<file path="src/rtl/pab_pkg.sv">
// Shared types, constants and helper functions for the pixel alpha blend block.
// Used by every module of the block; depends on nothing else.
package pab_pkg;

    localparam int NUM_STAGES = 5;

    // Configuration register indexes (byte address / 4).
    localparam logic [2:0] REG_RED_SHIFT     = 3'd0;
    localparam logic [2:0] REG_RED_SIZE      = 3'd1;
    localparam logic [2:0] REG_GREEN_SHIFT   = 3'd2;
    localparam logic [2:0] REG_GREEN_SIZE    = 3'd3;
    localparam logic [2:0] REG_BLUE_SHIFT    = 3'd4;
    localparam logic [2:0] REG_BLUE_SIZE     = 3'd5;
    localparam logic [2:0] REG_SCREEN_WIDTH  = 3'd6;
    localparam logic [2:0] REG_SCREEN_HEIGHT = 3'd7;

    localparam logic [4:0]  RST_RED_SHIFT     = 5'd16;
    localparam logic [3:0]  RST_RED_SIZE      = 4'd8;
    localparam logic [4:0]  RST_GREEN_SHIFT   = 5'd8;
    localparam logic [3:0]  RST_GREEN_SIZE    = 4'd8;
    localparam logic [4:0]  RST_BLUE_SHIFT    = 5'd0;
    localparam logic [3:0]  RST_BLUE_SIZE     = 4'd8;
    localparam logic [14:0] RST_SCREEN_WIDTH  = 15'd640;
    localparam logic [14:0] RST_SCREEN_HEIGHT = 15'd480;

    localparam logic [3:0] FULL_SIZE = 4'd8;
    localparam logic [7:0] ALPHA_MAX = 8'd255;
    localparam logic [15:0] ROUND_BIAS = 16'd127;

    // Widening v*255/mask is done as (v * ceil(255 * 2^24 / mask)) >> 24.
    // The error stays below 1/mask, so the floor is exact for every field size.
    localparam int FRAC_BITS = 24;
    localparam logic [63:0] WIDEN_NUM = 64'd255 << FRAC_BITS;
    localparam logic [31:0] WIDEN_MUL_1 = 32'((WIDEN_NUM + 64'd0) / 64'd1);
    localparam logic [31:0] WIDEN_MUL_2 = 32'((WIDEN_NUM + 64'd2) / 64'd3);
    localparam logic [31:0] WIDEN_MUL_3 = 32'((WIDEN_NUM + 64'd6) / 64'd7);
    localparam logic [31:0] WIDEN_MUL_4 = 32'((WIDEN_NUM + 64'd14) / 64'd15);
    localparam logic [31:0] WIDEN_MUL_5 = 32'((WIDEN_NUM + 64'd30) / 64'd31);
    localparam logic [31:0] WIDEN_MUL_6 = 32'((WIDEN_NUM + 64'd62) / 64'd63);
    localparam logic [31:0] WIDEN_MUL_7 = 32'((WIDEN_NUM + 64'd126) / 64'd127);

    // Division by 255 of the blend sum as a multiply by ceil(2^24 / 255).
    localparam logic [16:0] RECIP_255 = 17'(((64'd1 << FRAC_BITS) + 64'd254) / 64'd255);

    typedef struct packed {
        logic [NUM_STAGES-1:0] load;
        logic [NUM_STAGES-1:0] valid;
    } pipe_ctrl_t;

    typedef struct packed {
        logic        on_screen;
        logic        alpha_zero;
        logic        alpha_full;
        logic [31:0] source;
    } side_t;

    function automatic logic [3:0] clamp_size(input logic [3:0] size);
        logic [3:0] res;
        res = (size > FULL_SIZE) ? FULL_SIZE : size;
        return res;
    endfunction

    function automatic logic [31:0] widen_mul(input logic [3:0] sz);
        logic [31:0] res;
        case (sz)
            4'd1:    res = WIDEN_MUL_1;
            4'd2:    res = WIDEN_MUL_2;
            4'd3:    res = WIDEN_MUL_3;
            4'd4:    res = WIDEN_MUL_4;
            4'd5:    res = WIDEN_MUL_5;
            4'd6:    res = WIDEN_MUL_6;
            4'd7:    res = WIDEN_MUL_7;
            default: res = 32'd0;
        endcase
        return res;
    endfunction

    // Narrow an 8-bit channel to its field and place it in the pixel word.
    function automatic logic [31:0] pack_chan(input logic [7:0] v8, input logic [3:0] sz,
                                              input logic [4:0] shift);
        logic [7:0]  v;
        logic [31:0] res;
        v = v8 >> (FULL_SIZE - sz);
        res = (sz == 4'd0) ? 32'd0 : ({24'd0, v} << shift);
        return res;
    endfunction

endpackage

</file>
<file path="src/rtl/pixel_alpha_blend.sv">
// Top level of the pixel alpha blend block: configuration registers, bounds check,
// pipeline side data, channel packing and the output register.
// Depends on pab_pkg, pab_ctrl and pab_channel.
//
// Usage: a pixel transaction (coordinate, source color, alpha, destination color)
// enters on the s_ valid/ready channel; the result (in_bounds, write_enable,
// write_color) leaves on the m_ valid/ready channel, one result per pixel, in order.
// The pipeline has five register stages: extract, widen, weighted sum, divide by
// 255, and pack into the output register. One pixel is accepted every cycle as
// long as the receiver keeps up. When m_ready is low the output register holds
// its result, and earlier stages keep moving until the pipeline is full; then
// s_ready drops. Nothing is lost or repeated across a stall.
// Pixel format and screen size come from eight APB registers at byte addresses
// 0x00..0x1C; they may only be written while no transaction is in flight.
// Reset (aresetn low, synchronous) empties the pipeline and restores the default
// 32-bit RGB888 format on a 640 x 480 screen.
module pixel_alpha_blend (
    input  logic               aclk,
    input  logic               aresetn,
    input  logic               psel,
    input  logic               penable,
    input  logic               pwrite,
    input  logic [4:0]         paddr,
    input  logic [31:0]        pwdata,
    output logic [31:0]        prdata,
    output logic               pready,
    input  logic               s_valid,
    output logic               s_ready,
    input  logic signed [15:0] s_pos_x,
    input  logic signed [15:0] s_pos_y,
    input  logic [31:0]        s_source_color,
    input  logic [7:0]         s_alpha,
    input  logic [31:0]        s_dest_color,
    output logic               m_valid,
    input  logic               m_ready,
    output logic               m_in_bounds,
    output logic               m_write_enable,
    output logic [31:0]        m_write_color
);

    // Configuration registers.
    logic [4:0]  red_shift_reg;
    logic [3:0]  red_size_reg;
    logic [4:0]  green_shift_reg;
    logic [3:0]  green_size_reg;
    logic [4:0]  blue_shift_reg;
    logic [3:0]  blue_size_reg;
    logic [14:0] screen_width_reg;
    logic [14:0] screen_height_reg;
    logic [2:0]  reg_index;
    logic        cfg_write;

    assign reg_index = paddr[4:2];
    assign cfg_write = psel && penable && pwrite;
    assign pready    = 1'b1;

    always_ff @(posedge aclk) begin
        if (!aresetn) begin
            red_shift_reg     <= pab_pkg::RST_RED_SHIFT;
            red_size_reg      <= pab_pkg::RST_RED_SIZE;
            green_shift_reg   <= pab_pkg::RST_GREEN_SHIFT;
            green_size_reg    <= pab_pkg::RST_GREEN_SIZE;
            blue_shift_reg    <= pab_pkg::RST_BLUE_SHIFT;
            blue_size_reg     <= pab_pkg::RST_BLUE_SIZE;
            screen_width_reg  <= pab_pkg::RST_SCREEN_WIDTH;
            screen_height_reg <= pab_pkg::RST_SCREEN_HEIGHT;
        end else if (cfg_write) begin
            case (reg_index)
                pab_pkg::REG_RED_SHIFT:     red_shift_reg     <= pwdata[4:0];
                pab_pkg::REG_RED_SIZE:      red_size_reg      <= pwdata[3:0];
                pab_pkg::REG_GREEN_SHIFT:   green_shift_reg   <= pwdata[4:0];
                pab_pkg::REG_GREEN_SIZE:    green_size_reg    <= pwdata[3:0];
                pab_pkg::REG_BLUE_SHIFT:    blue_shift_reg    <= pwdata[4:0];
                pab_pkg::REG_BLUE_SIZE:     blue_size_reg     <= pwdata[3:0];
                pab_pkg::REG_SCREEN_WIDTH:  screen_width_reg  <= pwdata[14:0];
                pab_pkg::REG_SCREEN_HEIGHT: screen_height_reg <= pwdata[14:0];
                default: ;
            endcase
        end
    end

    always_comb begin
        case (reg_index)
            pab_pkg::REG_RED_SHIFT:     prdata = {27'd0, red_shift_reg};
            pab_pkg::REG_RED_SIZE:      prdata = {28'd0, red_size_reg};
            pab_pkg::REG_GREEN_SHIFT:   prdata = {27'd0, green_shift_reg};
            pab_pkg::REG_GREEN_SIZE:    prdata = {28'd0, green_size_reg};
            pab_pkg::REG_BLUE_SHIFT:    prdata = {27'd0, blue_shift_reg};
            pab_pkg::REG_BLUE_SIZE:     prdata = {28'd0, blue_size_reg};
            pab_pkg::REG_SCREEN_WIDTH:  prdata = {17'd0, screen_width_reg};
            pab_pkg::REG_SCREEN_HEIGHT: prdata = {17'd0, screen_height_reg};
            default:                    prdata = 32'd0;
        endcase
    end

    // Pipeline control.
    pab_pkg::pipe_ctrl_t ctrl;

    pab_ctrl u_ctrl (
        .aclk    (aclk),
        .aresetn (aresetn),
        .s_valid (s_valid),
        .s_ready (s_ready),
        .m_ready (m_ready),
        .ctrl    (ctrl)
    );

    // Bounds check and alpha classification at the input; a negative
    // coordinate has its sign bit set and is always off screen.
    pab_pkg::side_t side_in;
    pab_pkg::side_t side_reg [0:3];

    assign side_in.on_screen  = !s_pos_x[15] && !s_pos_y[15]
                                && (s_pos_x[14:0] < screen_width_reg)
                                && (s_pos_y[14:0] < screen_height_reg);
    assign side_in.alpha_zero = (s_alpha == 8'd0);
    assign side_in.alpha_full = (s_alpha == pab_pkg::ALPHA_MAX);
    assign side_in.source     = s_source_color;

    always_ff @(posedge aclk) begin
        if (ctrl.load[0]) begin
            side_reg[0] <= side_in;
        end
        for (int i = 1; i < 4; i++) begin
            if (ctrl.load[i]) begin
                side_reg[i] <= side_reg[i-1];
            end
        end
    end

    // Channel datapaths.
    logic [7:0] red_blend;
    logic [7:0] green_blend;
    logic [7:0] blue_blend;

    pab_channel u_red (
        .aclk       (aclk),
        .ctrl       (ctrl),
        .src_word   (s_source_color),
        .dst_word   (s_dest_color),
        .alpha      (s_alpha),
        .chan_size  (red_size_reg),
        .chan_shift (red_shift_reg),
        .blended    (red_blend)
    );

    pab_channel u_green (
        .aclk       (aclk),
        .ctrl       (ctrl),
        .src_word   (s_source_color),
        .dst_word   (s_dest_color),
        .alpha      (s_alpha),
        .chan_size  (green_size_reg),
        .chan_shift (green_shift_reg),
        .blended    (green_blend)
    );

    pab_channel u_blue (
        .aclk       (aclk),
        .ctrl       (ctrl),
        .src_word   (s_source_color),
        .dst_word   (s_dest_color),
        .alpha      (s_alpha),
        .chan_size  (blue_size_reg),
        .chan_shift (blue_shift_reg),
        .blended    (blue_blend)
    );

    // Repack, select the result and register it.
    logic [31:0] packed_color;
    logic [31:0] color_sel;
    logic        in_bounds_reg;
    logic        write_enable_reg;
    logic [31:0] write_color_reg;

    assign packed_color =
        pab_pkg::pack_chan(red_blend, pab_pkg::clamp_size(red_size_reg), red_shift_reg)
        | pab_pkg::pack_chan(green_blend, pab_pkg::clamp_size(green_size_reg),
                             green_shift_reg)
        | pab_pkg::pack_chan(blue_blend, pab_pkg::clamp_size(blue_size_reg),
                             blue_shift_reg);

    always_comb begin
        if (!side_reg[3].on_screen || side_reg[3].alpha_zero) begin
            color_sel = 32'd0;
        end else if (side_reg[3].alpha_full) begin
            color_sel = side_reg[3].source;
        end else begin
            color_sel = packed_color;
        end
    end

    always_ff @(posedge aclk) begin
        if (ctrl.load[4]) begin
            in_bounds_reg    <= side_reg[3].on_screen;
            write_enable_reg <= side_reg[3].on_screen && !side_reg[3].alpha_zero;
            write_color_reg  <= color_sel;
        end
    end

    assign m_valid        = ctrl.valid[pab_pkg::NUM_STAGES-1];
    assign m_in_bounds    = in_bounds_reg;
    assign m_write_enable = write_enable_reg;
    assign m_write_color  = write_color_reg;

endmodule

</file>
<file path="src/rtl/pab_ctrl.sv">
// Valid tracking and stage load enables for the pixel alpha blend pipeline.
// Depends on pab_pkg.
module pab_ctrl (
    input  logic                aclk,
    input  logic                aresetn,
    input  logic                s_valid,
    output logic                s_ready,
    input  logic                m_ready,
    output pab_pkg::pipe_ctrl_t ctrl
);

    logic [pab_pkg::NUM_STAGES-1:0] valid_reg;
    logic [pab_pkg::NUM_STAGES-1:0] valid_next;
    logic [pab_pkg::NUM_STAGES-1:0] adv;

    // A stage may load when it is empty or its content moves on this cycle,
    // so bubbles are squeezed out while the output waits.
    always_comb begin
        adv[pab_pkg::NUM_STAGES-1] = !valid_reg[pab_pkg::NUM_STAGES-1] || m_ready;
        for (int i = pab_pkg::NUM_STAGES - 2; i >= 0; i--) begin
            adv[i] = !valid_reg[i] || adv[i+1];
        end
    end

    always_comb begin
        valid_next = valid_reg;
        if (adv[0]) begin
            valid_next[0] = s_valid;
        end
        for (int i = 1; i < pab_pkg::NUM_STAGES; i++) begin
            if (adv[i]) begin
                valid_next[i] = valid_reg[i-1];
            end
        end
    end

    always_ff @(posedge aclk) begin
        if (!aresetn) begin
            valid_reg <= '0;
        end else begin
            valid_reg <= valid_next;
        end
    end

    assign s_ready    = adv[0];
    assign ctrl.load  = adv;
    assign ctrl.valid = valid_reg;

endmodule

</file>
<file path="src/rtl/pab_channel.sv">
// Datapath of one color channel: extract, widen to 8 bits, blend and divide by 255.
// Four register stages driven by the load enables from pab_ctrl; depends on pab_pkg.
module pab_channel (
    input  logic                aclk,
    input  pab_pkg::pipe_ctrl_t ctrl,
    input  logic [31:0]         src_word,
    input  logic [31:0]         dst_word,
    input  logic [7:0]          alpha,
    input  logic [3:0]          chan_size,
    input  logic [4:0]          chan_shift,
    output logic [7:0]          blended
);

    // Stage 1: field extraction.
    logic [3:0]  sz_c;
    logic [7:0]  field_mask;
    logic [31:0] src_sh;
    logic [31:0] dst_sh;
    logic [7:0]  src_v_reg;
    logic [7:0]  dst_v_reg;
    logic [7:0]  alpha1_reg;
    logic [3:0]  sz1_reg;

    assign sz_c       = pab_pkg::clamp_size(chan_size);
    assign field_mask = 8'hFF >> (pab_pkg::FULL_SIZE - sz_c);
    assign src_sh     = src_word >> chan_shift;
    assign dst_sh     = dst_word >> chan_shift;

    always_ff @(posedge aclk) begin
        if (ctrl.load[0]) begin
            src_v_reg  <= src_sh[7:0] & field_mask;
            dst_v_reg  <= dst_sh[7:0] & field_mask;
            alpha1_reg <= alpha;
            sz1_reg    <= sz_c;
        end
    end

    // Stage 2: widening to 8 bits.
    logic [31:0] mul_k;
    logic [39:0] src_prod;
    logic [39:0] dst_prod;
    logic [7:0]  src_w;
    logic [7:0]  dst_w;
    logic [7:0]  src_w_reg;
    logic [7:0]  dst_w_reg;
    logic [7:0]  alpha2_reg;

    assign mul_k    = pab_pkg::widen_mul(sz1_reg);
    assign src_prod = {32'd0, src_v_reg} * {8'd0, mul_k};
    assign dst_prod = {32'd0, dst_v_reg} * {8'd0, mul_k};
    assign src_w    = (sz1_reg == pab_pkg::FULL_SIZE) ? src_v_reg : src_prod[31:24];
    assign dst_w    = (sz1_reg == pab_pkg::FULL_SIZE) ? dst_v_reg : dst_prod[31:24];

    always_ff @(posedge aclk) begin
        if (ctrl.load[1]) begin
            src_w_reg  <= src_w;
            dst_w_reg  <= dst_w;
            alpha2_reg <= alpha1_reg;
        end
    end

    // Stage 3: weighted sum with rounding bias; the maximum 65152 fits 16 bits.
    logic [15:0] src_term;
    logic [15:0] dst_term;
    logic [7:0]  inv_alpha;
    logic [15:0] sum_reg;

    assign inv_alpha = pab_pkg::ALPHA_MAX - alpha2_reg;
    assign src_term  = {8'd0, src_w_reg} * {8'd0, alpha2_reg};
    assign dst_term  = {8'd0, dst_w_reg} * {8'd0, inv_alpha};

    always_ff @(posedge aclk) begin
        if (ctrl.load[2]) begin
            sum_reg <= src_term + dst_term + pab_pkg::ROUND_BIAS;
        end
    end

    // Stage 4: divide by 255 through the reciprocal.
    logic [32:0] div_prod;
    logic [7:0]  blend_reg;

    assign div_prod = {17'd0, sum_reg} * {16'd0, pab_pkg::RECIP_255};

    always_ff @(posedge aclk) begin
        if (ctrl.load[3]) begin
            blend_reg <= div_prod[31:24];
        end
    end

    assign blended = blend_reg;

endmodule

</file>
<file path="config.mk">
export PLATFORM = sky130hd
export DESIGN_NAME = pixel_alpha_blend
export DESIGN_NICKNAME = d
export VERILOG_FILES = /design/src/rtl/pab_pkg.sv /design/src/rtl/pixel_alpha_blend.sv /design/src/rtl/pab_ctrl.sv /design/src/rtl/pab_channel.sv
export SDC_FILE = /design/constraint.sdc
export NUM_CORES = 2
export LEC_CHECK = 0
export BUFFER_PORTS_ARGS = -buffer_cell sky130_fd_sc_hd__buf_2
export CAP_MARGIN = 20
export CORE_MARGIN = 2
export CORE_UTILIZATION = 60
export DETAILED_ROUTE_END_ITERATION = 7
export MAX_ROUTING_LAYER = met4
export PLACE_DENSITY_LB_ADDON = 0.12
export SLEW_MARGIN = 5
export SYNTH_ARGS = -nofsm -noshare
export SYNTH_HDL_FRONTEND = slang
export SYNTH_HIERARCHICAL = 1
export SYNTH_SLANG_ARGS = --single-unit
</file>
<file path="constraint.sdc">
create_clock -name aclk -period 7.5 [get_ports aclk]
set_clock_uncertainty 0.15 [all_clocks]
set_input_delay 0.75 -clock aclk [delete_from_list [all_inputs] [get_ports aclk]]
set_output_delay 0.75 -clock aclk [all_outputs]
set_load 0.02 [all_outputs]
</file>
==> flow_summary.toml <==
[synth]
synth_ff_type = "edfxtp_1"
synthAdderAreaFrac_pct = 40.9
synth_top_family_by_area = "adder cells"
synth_xor_area_share_pct = 2.52
synth_cells = 7648
synth_compound_area_share_pct = 8.43
synthSimpleGateAreaFrac_pct = 13.8
ys_types = 129
synth_edf_count = 402
syn_avg_cell_area_um2 = 9.73
ys_seq_elements = 464
netlist_area_um2 = 74400
yosysWarnings = 6
ys_seq_area_share_pct = 17.9
async_reset_ff_share_pct = 0
muxShareOfSynthArea_pct = 7.19

[clock_network]
cts_hold_buffers = 0
cts_tree = "yes"
cts_root_buf = "clkbuf_16"
cts_buffers = 52
ctsResizeCount = 0
clkTransAtPathRegs_ns = 0.06
cts_buffer_depth = 3
clock_latency_ns = 0.65
h-tree-depth = 2
cts_sinks = 464
postCtsSetupRepairBufs = 0

[place]
dpl.hpwl_um = 162000
place.gp.congestion = 0.980
placed_cell_area_um2 = 76600
port_buffers = 179

[critical_path]
max_stage_delay_ns = 0.59
cp-start-kind = "register"
cp-end-kind = "register"
critPathArrivalTime_ns = 7.24
crit_type = "reg -> reg"
crit_required_ns = 7.70
cp.buffers_inverters = 5
worst-r2r-cell-count = 22
r2r_start = "u_blue/sz1_reg[3]$_DFFE_PP_"
rr_endpoint = "u_blue/dst_w_reg[4]$_DFFE_PP_"
cp_cell_sequence = "nor3b_2, and2_1, or2_2, and2_1, inv_1, fa_1, inv_1, fa_1, fa_1, inv_1, fa_1, inv_1, ha_1, and3_1, a221o_1, a221oi_1, buf_4, a21oi_1, or3_1, a21oi_1, xor2_1, o21ai_0"
rrSetupSlack_ns = 0.46
path_max_fanout = 16
crit_path_top_delay_cell = "edfxtp_1"
cp_top_family = "adder cells"

[floorplan]
die_h_um = 356
row_count = 129
dieArea_um2 = 127000
pin_count = 217
dieWidth_um = 356
coreArea_um2 = 123000
start_util_pct = 60.3

[sta]
slew_headroom_pct = 32.2
fmax_mhz = 142
finalSetupViolations = 0
hold_viol = 0
min_period_over_period_pct = 93.9
finalSetupTns_ns = 0
worst_pin_slew_ns = 1.01
drv_slew = 0
layout_min_cycle_time_ns = 7.04
rsz0062_at_grt = "false"

[detailed_routing]
finalWirelength_um = 201000
dr.pass1.iters = 6
wl_per_cell_um = 21.5
via_per_inst = 5.83
vias = 54385
drt_iter0_markers = 4595
ant_nets = 0
drcViolationCount = 0

[cells_and_area]
num-nets-final = 9587
multi_input_area_um2 = 54300
final_cell_mix = "1398 x inv_1, 1029 x fa_1, 789 x ha_1, 699 x nand2_1, 402 x edfxtp_1"
syn2layout_area_growth_pct = 5.41
utilization_pct = 63.5
layout.cells.most_common = "inv_1"
largest_reg_flops = 140
ff_latch_area_um2 = 13300
drive_gt1_share_pct = 8.46
final_area_um2 = 78500
filler_cell_count = 10441

[pwr]
p_int_uw = 10200
clock_power_share_pct = 15.0
cellPowerDensity_nw_per_um2 = 224
power_frac_seq_pct = 23.6
switchingPower_uw = 7400
cellLeakagePower_uw = 0.0395
ir_worst_vdd_uv = 604
combPwrFrac_pct = 61.4
swShare_pct = 42.1

[global_route]
first_global_vias = 55978
antenna_found_initial = 35
grt_use_total_pct = 33.2
grt-ovfl-total = 0
grt_pass1_wl_um = 317000
grt_max_degree = 73

[run]
maxCapViolations = 0

[outcome]
status = "finished clean"

[hold_path]
min_from = "s_valid"
min_to = "u_ctrl/valid_reg[0]$_SDFFE_PN0P_"
hold_depth = 3
hold_path_class = "in -> reg"
## area by class of cell
type                    count  area share, %
multi-input cells        5427           69.3
diodes                     27         0.0861
clock inverters            41          0.569
clock buffers              55           1.67
flip-flops and latches    464           17.0
inverters                1408           6.74
repair buffers            268           2.05
well taps                1637           2.61
## worst reg2reg max path, cell delays in order (launching register included)
cell and delay [ns]:
edfxtp_1 0.59, nor3b_2 0.26, and2_1 0.40, or2_2 0.38, and2_1 0.38, inv_1 0.12
fa_1 0.55, inv_1 0.06, fa_1 0.51, fa_1 0.56, inv_1 0.06, fa_1 0.52
inv_1 0.04, ha_1 0.27, and3_1 0.19, a221o_1 0.30, a221oi_1 0.30, buf_4 0.21
a21oi_1 0.13, or3_1 0.40, a21oi_1 0.19, xor2_1 0.15, o21ai_0 0.09
## cells by family after synthesis
family / after synthesis
xor gates and xnor gates: 210
and+or+nand+nor: 2051
adders and majority gates: 1818
other: 2
muxes: 398
AOI/OAI and AO/OA: 932
DFF: 464
buffers and inverters: 1773
## worst max-delay path by stage
stage                                          endpoint  depth (start not counted)                   startpoint  slack, ns
after floorplan           u_blue/src_w_reg[7]$_DFFE_PP_                         23  u_blue/sz1_reg[3]$_DFFE_PP_       0.99
after global placement    u_blue/dst_w_reg[4]$_DFFE_PP_                         22  u_blue/sz1_reg[3]$_DFFE_PP_       0.63
after detailed placement  u_blue/dst_w_reg[4]$_DFFE_PP_                         22  u_blue/sz1_reg[3]$_DFFE_PP_       0.55
after CTS                 u_blue/dst_w_reg[4]$_DFFE_PP_                         22  u_blue/sz1_reg[3]$_DFFE_PP_       0.50
after global routing      u_blue/dst_w_reg[4]$_DFFE_PP_                         22  u_blue/sz1_reg[3]$_DFFE_PP_       0.08
final                     u_blue/dst_w_reg[4]$_DFFE_PP_                         22  u_blue/sz1_reg[3]$_DFFE_PP_       0.46
## Yosys cell counts, drive strengths merged, types with 76 or more instances
cell / number / area [um2]
nor2: 319 / 1200
buf: 105 / 623
xnor2: 158 / 1410
edfxtp: 402 / 12100
clkbuf: 260 / 978
nand2b: 197 / 1240
and2: 291 / 1820
fa: 1029 / 20600
inv: 1402 / 5270
mux4: 103 / 2320
mux2i: 247 / 2480
nor2b: 163 / 1020
ha: 789 / 9870
and3: 87 / 546
o21ai: 236 / 1190
nand2: 700 / 2630
a21oi: 211 / 1080
nand3: 76 / 380
## per-stage QoR
stage / cells / total power (uW) / hold WS (ns) / setup WS (ns)
global route: 9326 / 19200 / 0.164 / 0.0773
detailed placement: 9203 / 14800 / 0.255 / 0.548
floorplan: 7664 / 12500 / 0.250 / 0.987
finish: 9327 / 17600 / 0.161 / 0.455
CTS: 9299 / 17600 / 0.129 / 0.495
global placement: 9202 / 14600 / 0.251 / 0.627
## metal layers
layer	vias up	GRT usage, %	routed length (um)
met5	-	-	0
met4	0	6.92	4080
met3	256	4.97	15300
met2	1951	50.9	92900
met1	27292	47.1	88400
li1	24886	-	-
## power groups by stage
stage | Combinational (uW) | Clock (uW) | Sequential, uW
floorplan | 8560 | 0 | 3920
global placement | 10400 | 0 | 4190
detailed placement | 10600 | 0 | 4180
CTS | 10800 | 2680 | 4140
global route | 12300 | 2780 | 4190
finish | 10800 | 2630 | 4150
No activity file was read; power rests on OpenSTA's default activity.
